$ cat src/rtl/spq_pkg.sv
`timescale 1ns / 1ps
// shared types, codes and defaults for the sorted priority queue
package spq_pkg;

	localparam int CAPACITY_DEF = 16;
	localparam int OCC_W = 5;

	typedef enum logic {
		OP_ENQ = 1'b0,
		OP_DEQ = 1'b1
	} opcode_t;

	typedef enum logic [1:0] {
		ST_DONE  = 2'd0,
		ST_FULL  = 2'd1,
		ST_EMPTY = 2'd2
	} status_t;

	typedef struct packed {
		opcode_t            opcode;
		logic signed [31:0] entry_data;
		logic signed [31:0] entry_priority;
	} req_word_t;

	typedef struct packed {
		status_t            status;
		logic signed [31:0] removed_data;
		logic signed [31:0] removed_priority;
		logic [OCC_W-1:0]   occupancy;
	} rsp_word_t;

	typedef struct packed {
		logic signed [31:0] data;
		logic signed [31:0] prio;
	} entry_t;

	typedef struct packed {
		logic enq;
		logic deq;
	} cell_ctrl_t;

endpackage

$ cat src/rtl/sorted_priority_queue.sv
`timescale 1ns / 1ps
// sorted priority queue: top level with the cell chain and output skid
//
// req channel carries one word: opcode, entry_data, entry_priority.
// rsp channel returns one word per request: status, removed_data,
// removed_priority and the occupancy after the request.
// an enqueue lands ahead of every stored entry with priority >= its own,
// so equal priorities leave newest first; a dequeue returns the smallest.
// every cell compares against the new word and shifts in the same
// cycle, and the result is registered; throughput is one word per
// cycle while rsp is taken.
// a two-deep output stage (register plus skid) lets one more request in
// while a result is stalled; req_stall rises only when both are full.
// enqueue to a full queue answers ST_FULL, dequeue of an empty queue
// answers ST_EMPTY, both leave the queue unchanged with zero data.
// reset (arst_n low) empties the queue and drops pending results at once;
// no clearing pass is needed since slots past the count are never read.
module sorted_priority_queue #(
	parameter int CAPACITY = spq_pkg::CAPACITY_DEF
) (
	input  logic               clk,
	input  logic               arst_n,
	input  logic               req_valid,
	output logic               req_stall,
	input  spq_pkg::req_word_t req,
	output logic               rsp_valid,
	input  logic               rsp_stall,
	output spq_pkg::rsp_word_t rsp
);

	localparam int CNT_W = $clog2(CAPACITY + 1);

	logic [CNT_W-1:0] count_q;
	logic [CNT_W-1:0] count_next;
	logic             full;
	logic             empty;
	logic             accept;
	logic             out_fire;
	logic             out_valid_q;
	logic             skid_valid_q;
	spq_pkg::rsp_word_t out_q;
	spq_pkg::rsp_word_t skid_q;
	spq_pkg::rsp_word_t result;
	spq_pkg::cell_ctrl_t ctrl;
	spq_pkg::entry_t   new_entry;
	spq_pkg::entry_t   ent [CAPACITY];
	logic              ge  [CAPACITY];
	logic [CNT_W+spq_pkg::OCC_W-1:0] occ_ext;

	assign full     = (count_q == CNT_W'(CAPACITY));
	assign empty    = (count_q == '0);
	assign req_stall = skid_valid_q;
	assign accept   = req_valid && !req_stall;
	assign out_fire = out_valid_q && !rsp_stall;

	assign ctrl.enq = accept && (req.opcode == spq_pkg::OP_ENQ) && !full;
	assign ctrl.deq = accept && (req.opcode == spq_pkg::OP_DEQ) && !empty;

	assign new_entry.data = req.entry_data;
	assign new_entry.prio = req.entry_priority;

	genvar i;
	generate
		for (i = 0; i < CAPACITY; i++) begin : g_cell
			spq_pkg::entry_t left_entry;
			spq_pkg::entry_t right_entry;
			logic            left_ge;
			logic            occupied;

			assign occupied = (CNT_W'(i) < count_q);
			if (i == 0) begin : g_first
				assign left_entry = '0;
				assign left_ge    = 1'b0;
			end else begin : g_mid
				assign left_entry = ent[i-1];
				assign left_ge    = ge[i-1];
			end
			if (i == CAPACITY - 1) begin : g_last
				assign right_entry = ent[i];
			end else begin : g_inner
				assign right_entry = ent[i+1];
			end

			spq_cell u_cell (
				.clk         (clk),
				.ctrl        (ctrl),
				.occupied    (occupied),
				.new_entry   (new_entry),
				.left_entry  (left_entry),
				.left_ge     (left_ge),
				.right_entry (right_entry),
				.entry       (ent[i]),
				.ge          (ge[i])
			);
		end
	endgenerate

	always_comb begin
		count_next = count_q;
		if (ctrl.enq) begin
			count_next = count_q + 1'b1;
		end else if (ctrl.deq) begin
			count_next = count_q - 1'b1;
		end
		occ_ext = {{spq_pkg::OCC_W{1'b0}}, count_next};
		result.occupancy        = occ_ext[spq_pkg::OCC_W-1:0];
		result.status           = spq_pkg::ST_DONE;
		result.removed_data     = '0;
		result.removed_priority = '0;
		if (req.opcode == spq_pkg::OP_ENQ) begin
			if (full) begin
				result.status = spq_pkg::ST_FULL;
			end
		end else if (empty) begin
			result.status = spq_pkg::ST_EMPTY;
		end else begin
			result.removed_data     = ent[0].data;
			result.removed_priority = ent[0].prio;
		end
	end

	always_ff @(posedge clk or negedge arst_n) begin
		if (!arst_n) begin
			count_q      <= '0;
			out_valid_q  <= 1'b0;
			skid_valid_q <= 1'b0;
		end else begin
			count_q <= count_next;
			if (accept) begin
				if (!out_valid_q || out_fire) begin
					out_valid_q <= 1'b1;
				end else begin
					skid_valid_q <= 1'b1;
				end
			end else if (out_fire) begin
				out_valid_q  <= skid_valid_q;
				skid_valid_q <= 1'b0;
			end
		end
	end

	always_ff @(posedge clk) begin
		if (accept) begin
			if (!out_valid_q || out_fire) begin
				out_q <= result;
			end else begin
				skid_q <= result;
			end
		end else if (out_fire && skid_valid_q) begin
			out_q <= skid_q;
		end
	end

	assign rsp_valid = out_valid_q;
	assign rsp       = out_q;

endmodule

$ cat src/rtl/spq_cell.sv
`timescale 1ns / 1ps
// one slot of the sorted chain: compare, hold, shift left or right
module spq_cell (
	input  logic               clk,
	input  spq_pkg::cell_ctrl_t ctrl,
	input  logic               occupied,
	input  spq_pkg::entry_t    new_entry,
	input  spq_pkg::entry_t    left_entry,
	input  logic               left_ge,
	input  spq_pkg::entry_t    right_entry,
	output spq_pkg::entry_t    entry,
	output logic               ge
);

	spq_pkg::entry_t entry_q;

	assign entry = entry_q;
	assign ge    = occupied && (entry_q.prio >= new_entry.prio);

	always_ff @(posedge clk) begin
		if (ctrl.enq) begin
			if (left_ge) begin
				entry_q <= left_entry;
			end else if (ge || !occupied) begin
				entry_q <= new_entry;
			end
		end else if (ctrl.deq) begin
			entry_q <= right_entry;
		end
	end

endmodule

$ cat config.mk
export PLATFORM = sky130hd
export DESIGN_NAME = sorted_priority_queue
export DESIGN_NICKNAME = d
export VERILOG_FILES = /design/src/rtl/spq_pkg.sv /design/src/rtl/sorted_priority_queue.sv /design/src/rtl/spq_cell.sv
export SDC_FILE = /design/constraint.sdc
export NUM_CORES = 2
export LEC_CHECK = 0
export BUFFER_PORTS_ARGS = -buffer_cell sky130_fd_sc_hd__buf_2
export CAP_MARGIN = 10
export CORE_MARGIN = 2
export CORE_UTILIZATION = 30
export CTS_BUF_LIST = sky130_fd_sc_hd__clkbuf_8
export DETAILED_ROUTE_END_ITERATION = 8
export HOLD_SLACK_MARGIN = 0.15
export PLACE_DENSITY_LB_ADDON = 0.3
export RECOVER_POWER = 100
export SLEW_MARGIN = 25
export SYNTH_ARGS = -nofsm -noshare
export SYNTH_HDL_FRONTEND = slang
export SYNTH_SLANG_ARGS = --single-unit
$ cat constraint.sdc
create_clock -name clk -period 11.15 [get_ports clk]
set_input_delay 2.23 -clock clk [delete_from_list [all_inputs] [get_ports clk]]
set_output_delay 2.23 -clock clk [all_outputs]
set_load 0.02 [all_outputs]
Yosys cells after proc, flatten, opt, wreduce, memory -nomap -nowiden. Index checks and enable logic that the tools add are counted.

Word-level logic and storage cells: 260. Register bits after elaboration: 1173. Input bits: 69. Output and inout bits: 73.

Eq/ne operators: 18. Bitwise logic cells: 2. Magnitude comparators: 32. Mux-type cells: 77. Reductions and logical operators: 86. Add/subtract/negate cells: 2.

Operators with widths (count): 64-bit two-way mux (63); 32-bit greater-or-equal comparator (16); 71-bit two-way mux (3); 3-bit by 1-bit != test with 1-bit output (second input constant) (14); 4-bit by 5-bit < comparator with 1-bit output (first input constant) (8); 2-bit AND reduction (20); 1-bit logical AND (23); 1-bit zero test (21); 3-bit by 5-bit < comparator with 1-bit output (first input constant) (4); 1-bit logical OR (17); 1-bit by 5-bit < comparator with 1-bit output (first input constant) (2); 2-bit by 5-bit < comparator with 1-bit output (first input constant) (2); 5-bit two-way mux (2); 2-bit nonzero test (4); 1-bit two-way mux (7); 5-bit by 1-bit adder with 5-bit output (second input constant) (1); 5-bit equality test (second input constant) (1); 5-bit zero test (1); 5-bit by 1-bit subtractor with 5-bit output (second input constant) (1); 2-bit two-way mux (2); 2-bit by 1-bit != test with 1-bit output (second input constant) (2); 2-bit != test (second input constant) (1); 1-bit NOT (2).

Longest topological paths before layout.
Depth after elaboration: 8. Mapped depth: 13. Depth with buffers taken out: 10.

Modules after synthesis. Synthesis repeated with hierarchy kept, for this count alone.

Cell total of the unflattened synthesis: 6763. Area total of the unflattened synthesis: 72259.3 sq um.

Modules (own cells, without submodules): spq_cell (g_cell[0].u_cell ...) (sequential area each 1921.8 sq um, times used 13, cells each 397, area an instance 4097.7 sq um); spq_cell (g_cell[7].u_cell ...) (sequential area each 1921.8 sq um, times used 3, cells each 399, area an instance 4091.4 sq um); sorted_priority_queue (sequential area each 4439.3 sq um, times used 1, cells each 405, area an instance 6715.2 sq um).

Least setup slack after synthesis. OpenSTA, ideal clock, no wires.

Path type: input port to flip-flop. Start: input port req[29] (netlist bit). End: register g_cell[0].u_cell.entry_q, in the netlist g_cell[0].u_cell.entry[0] (enable). Library setup time: 0.574 ns. Arrival: 8.511 ns. Stages on the path: 11. Path slack: 2.064 ns. Cell sequence: inv_1 > ha_1 > a21o_1 > a21o_1 > a21oi_1 > o211ai_1 > xnor2_1 > a31o_2 > clkbuf_1 > a21oi_1 > o21ai_0.

Word-level cells in the longest chain between the ends: 5.

RTL lines: start, declared (RTL line sorted_priority_queue.sv:25) `input spq_pkg::req_word_t req,`; 32-bit greater-or-equal comparator (RTL line spq_cell.sv:18) `assign ge = occupied && (entry_q.prio >= new_entry.prio);`; 1-bit logical AND (RTL line spq_cell.sv:18); 1-bit logical OR (RTL line spq_cell.sv:24) `end else if (ge || !occupied) begin`; 2-bit by 1-bit != test with 1-bit output (no source line); 2-bit AND reduction (no source line); end signal, assigned (RTL line spq_cell.sv:23) `entry_q <= left_entry;`; end signal, assigned (RTL line spq_cell.sv:25) `entry_q <= new_entry;`; end signal, assigned (RTL line spq_cell.sv:28) `entry_q <= right_entry;`; end, declared (RTL line spq_cell.sv:15) `spq_pkg::entry_t entry_q;`.

Every way passes these cells. A chain may end at the register's enable or synchronous reset.

Worst setup path in the final report.
Start: register count_q[1]. End: register g_cell[9].u_cell.entry_q, in the netlist g_cell[9].u_cell.entry[11] (enable).

Word-level cells in the longest chain between the ends: 5.

RTL lines: start, declared (RTL line sorted_priority_queue.sv:33) `logic [CNT_W-1:0] count_q;`; start signal, assigned (RTL line sorted_priority_queue.sv:128) `count_q <= count_next;`; 4-bit by 5-bit < comparator with 1-bit output (tied with other cells) (RTL line sorted_priority_queue.sv:70) `assign occupied = (CNT_W'(i) < count_q);`; 1-bit logical AND (tied with other cells) (RTL line spq_cell.sv:18); 1-bit logical OR (tied with other cells) (RTL line spq_cell.sv:24); 3-bit by 1-bit != test with 1-bit output (no source line) / 2-bit nonzero test (equally long branches); 2-bit AND reduction (no source line) (*); end signal, assigned (RTL line spq_cell.sv:23); end signal, assigned (RTL line spq_cell.sv:25); end signal, assigned (RTL line spq_cell.sv:28); end, declared (RTL line spq_cell.sv:15).

Every way passes the cells marked *; elsewhere a longest branch is shown, timed or not.

==> qor.yml <==
p_int_w: 0.01088
worst_slack_ns: 2.174
p_clk_share_pct: 20.3
crit_arrival_ns: 9.45
finalNetCount: 6863
syn-cell-area_um2: 67390
portBuffers: 141
cts_tree: "yes"
synth_top_cell_area_share_pct: 51.96
syn_nets: 6931
yosysUniqueCellTypes: 66
fin_crit_sh_pct: 80.50
grt_max_degree: 228
finalSetupTns_ns: 0
wl_per_cell_um: 26.77
fillerInstances: 22510
initialDrtViolationCount: 6935
cap_violations: 55
worstPathMaxFanout: 49
cts_buffer_depth: 3
crit_end: "g_cell[9].u_cell.entry[11]"
status: "finished, violations left"
slowest_stage: "clkbuf_1"
numCtsBuffers: 216
rows: 173
timing.rr.end: "g_cell[9].u_cell.entry[11]"
cp.depth: 11
drt_pass1_iterations: 6
multi_input_area_um2: 29970
min_period_ns: 8.976
worst_pin_slew_ns: 4.595
antenna_found_initial: 26
synth_edf_count: 1166
io_pins: 142
startpoint_type: "register"
worstHoldPathType: "register to register"
dieArea_um2: 228400
powerDensity_nw_per_um2: 264.2
max_clock_freq_ghz: 0.1114
grt_usage_pct: 21.40
required_ns: 11.63
yosysWarnings: 0
whs_ns: 0.4932
preCtsSetupSlack_ns: 3.167
peakVddDrop_mv: 0.4078
cts.sinks: 1173
vias: 55510
power_w: 0.01970
slew-limit-headroom_pct: -209.5
ys_ff_latch: 1173
die_x_um: 478.0
grt_pass1_wl_um: 368600
antenna_left: 0
cts_hold_buf: 0
syn_inst: 6347
cp_top_family: "buffers and inverters"
clock_tree.root_cell: "clkbuf_8"
synth_top_cell_by_area: "edfxtp_1"
place_congestion: 0.9380
totalWireLength_um: 252900
final_cell_area_um2: 74540
rsz0062_at_grt: "no"
place_area_um2: 70940
dp_hpwl_um: 160200
rrSetupSlack_ns: 2.17
path_class: "register to register"
p_seq_share_pct: 40.3
syn_to_final_growth_pct: 10.61
post_synth.cell_area_avg_um2: 10.62
hold_viol_final: 0
drive_gt1_share_pct: 8.338
cp_common_cell: "clkbuf_1"
core_area_um2: 222700
r2r_cells: 11
crit_buf_inv: 4
cts.htree.levels: 4
clk_latency_ns: 1.05
clkTransAtPathRegs_ns: 0.07
synth-main-ff-cell: "edfxtp_1"
p_switching_w: 0.008811
grt_pass1_vias: 53510
cp_cell_sequence: "inv_1 > ha_1 > nand2b_1 > nor2_1 > nand2_2 > clkbuf_1 > and2_4 > nor2_1 > clkbuf_1 > a31oi_4 > clkbuf_1"
start_util_pct: 30.26
setup-violations-final: 0
drcViolationCount: 0
cts_resized: 0
crit_start: "count_q[1]"
crit_path_end_kind: "register"
max_stage_delay_ns: 3.22
reg2reg_from: "count_q[1]"
slew_viol_final: 2003
ys_async_sr_fraction_pct: 0.5968
post_cts_buffers: 0
seq_area_frac_synth_pct: 52.22
die_h_um: 478.0
avgViaCountPerCell: 5.876
violations: "capacitance limit, slew limit"
final-seq-area_um2: 35190
gr-total-overflow: 0
clock_skew_ns: 0.09936
sw_frac_of_total_pct: 44.74
synth_area_leaders: "edfxtp_1 52%, ha_1 9.6%, o211ai_1 7.9%"
p_leak_nw: 26.78
power_frac_comb_pct: 39.5
-- stage by stage --
step,instances,util [%]
after floorplan,6347,-
after global placement,9031,31.83
after detailed placement,9032,31.85
after CTS,9435,33.63
after global routing,9443,33.46
final,9447,33.47
-- cells in the final DEF (no fill, tap or decap), types with 16 or more instances in the layout --
| master | synthesis | final |
|---|---|---|
| nor2_1 | 275 | 271 |
| o221ai_1 | 16 | 16 |
| a221o_1 | 191 | 191 |
| o21ai_0 | 73 | 75 |
| a21oi_1 | 218 | 213 |
| and3_1 | 39 | 39 |
| buf_2 | 97 | 60 |
| ha_1 | 515 | 515 |
| nand4_1 | 172 | 172 |
| inv_1 | 73 | 126 |
| mux2_2 | 116 | 109 |
| nand2_1 | 1202 | 1200 |
| clkinv_1 | 0 | 76 |
| buf_4 | 0 | 50 |
| o211ai_1 | 712 | 712 |
| clkbuf_8 | 0 | 218 |
| o2111ai_1 | 64 | 64 |
| nand3_1 | 607 | 607 |
| a21o_1 | 76 | 75 |
| nor3_1 | 27 | 27 |
| and2_0 | 0 | 64 |
| clkinv_2 | 0 | 37 |
| clkbuf_1 | 370 | 122 |
| mux2_1 | 16 | 23 |
| edfxtp_1 | 1166 | 1166 |
| a211oi_1 | 19 | 18 |
| nand2b_1 | 17 | 17 |
-- sequential cells by signal, indices dropped and copies added, names as in the netlist --
name,flops
count_q,5
g_cell.u_cell.entry,1024
req_stall,1
rsp,71
rsp_valid,1
skid_q,71
-- final cells by class --
cell class	count	area share, %
inverter	73	0.3676
antenna	8	0.02686
clock buffer	218	4.025
clock inverter	185	1.286
tap	2975	4.994
sequential	1173	47.21
multi-input combinational	4567	40.20
timing repair buffer	248	1.892
-- power groups by stage --
stage	clock network [W]	registers (W)	logic [W]
floorplan	0	0.00769	0.00482
global placement	0	0.00791	0.00758
detailed placement	0	0.00791	0.00773
CTS	0.00407	0.00785	0.00775
global route	0.00425	0.00805	0.00833
finish	0.00399	0.00793	0.00777
-- cells by family after synthesis --
| logic type | share of synthesized area (%) |
|---|---|
| AO/OA/AOI/OAI | 15.91 |
| AND/OR/NAND/NOR | 16.28 |
| multiplexers | 2.221 |
| XOR/XNOR | 0.1820 |
| buffers and inverters | 3.628 |
| flip-flops | 52.22 |
| adder cells (fa/ha/maj) | 9.562 |
-- how the worst min path moves through the flow --
stage,startpoint,endpoint,cells past startpoint
4_1_cts,skid_q[61],rsp[61],1
2_1_floorplan,skid_q[2],rsp[2],2
5_1_grt,skid_q[61],rsp[61],1
3_3_place_gp,skid_q[69],rsp[69],2
6_report,skid_q[61],rsp[61],1
3_5_place_dp,skid_q[69],rsp[69],2
-- layer usage --
metal	GRT usage [%]	share of wire, %	vias to the layer above
met3	4.298	8.7	505
met2	33.01	44	2748
met4	8.195	3.9	2
met5	0	0.0051	-
li1	-	-	24380
met1	29.43	43	27880
-- cells in the mapped netlist (5+ instances only) --
cell type	number
nand2_1	1202
buf_2	97
a22oi_1	5
a21boi_0	5
a21o_1	76
o221ai_1	16
ha_1	515
mux2_1	16
inv_1	73
nand3_1	607
nor4_1	16
o21ai_0	73
edfxtp_1	1166
a31oi_1	9
o211ai_1	712
nand2b_1	17
clkbuf_1	370
or3_1	8
xor2_1	5
buf_1	61
o2111ai_1	64
buf_6	6
and3_1	39
a21oi_1	218
and2_1	68
nor3_1	27
and4_1	5
nand4_1	172
mux2_2	116
or4_1	8
a211oi_1	19
nor2_1	275
a221o_1	191
xnor2_1	9
nor2b_1	14
dfrtp_1	7
Power figures use the tool's default switching activity.
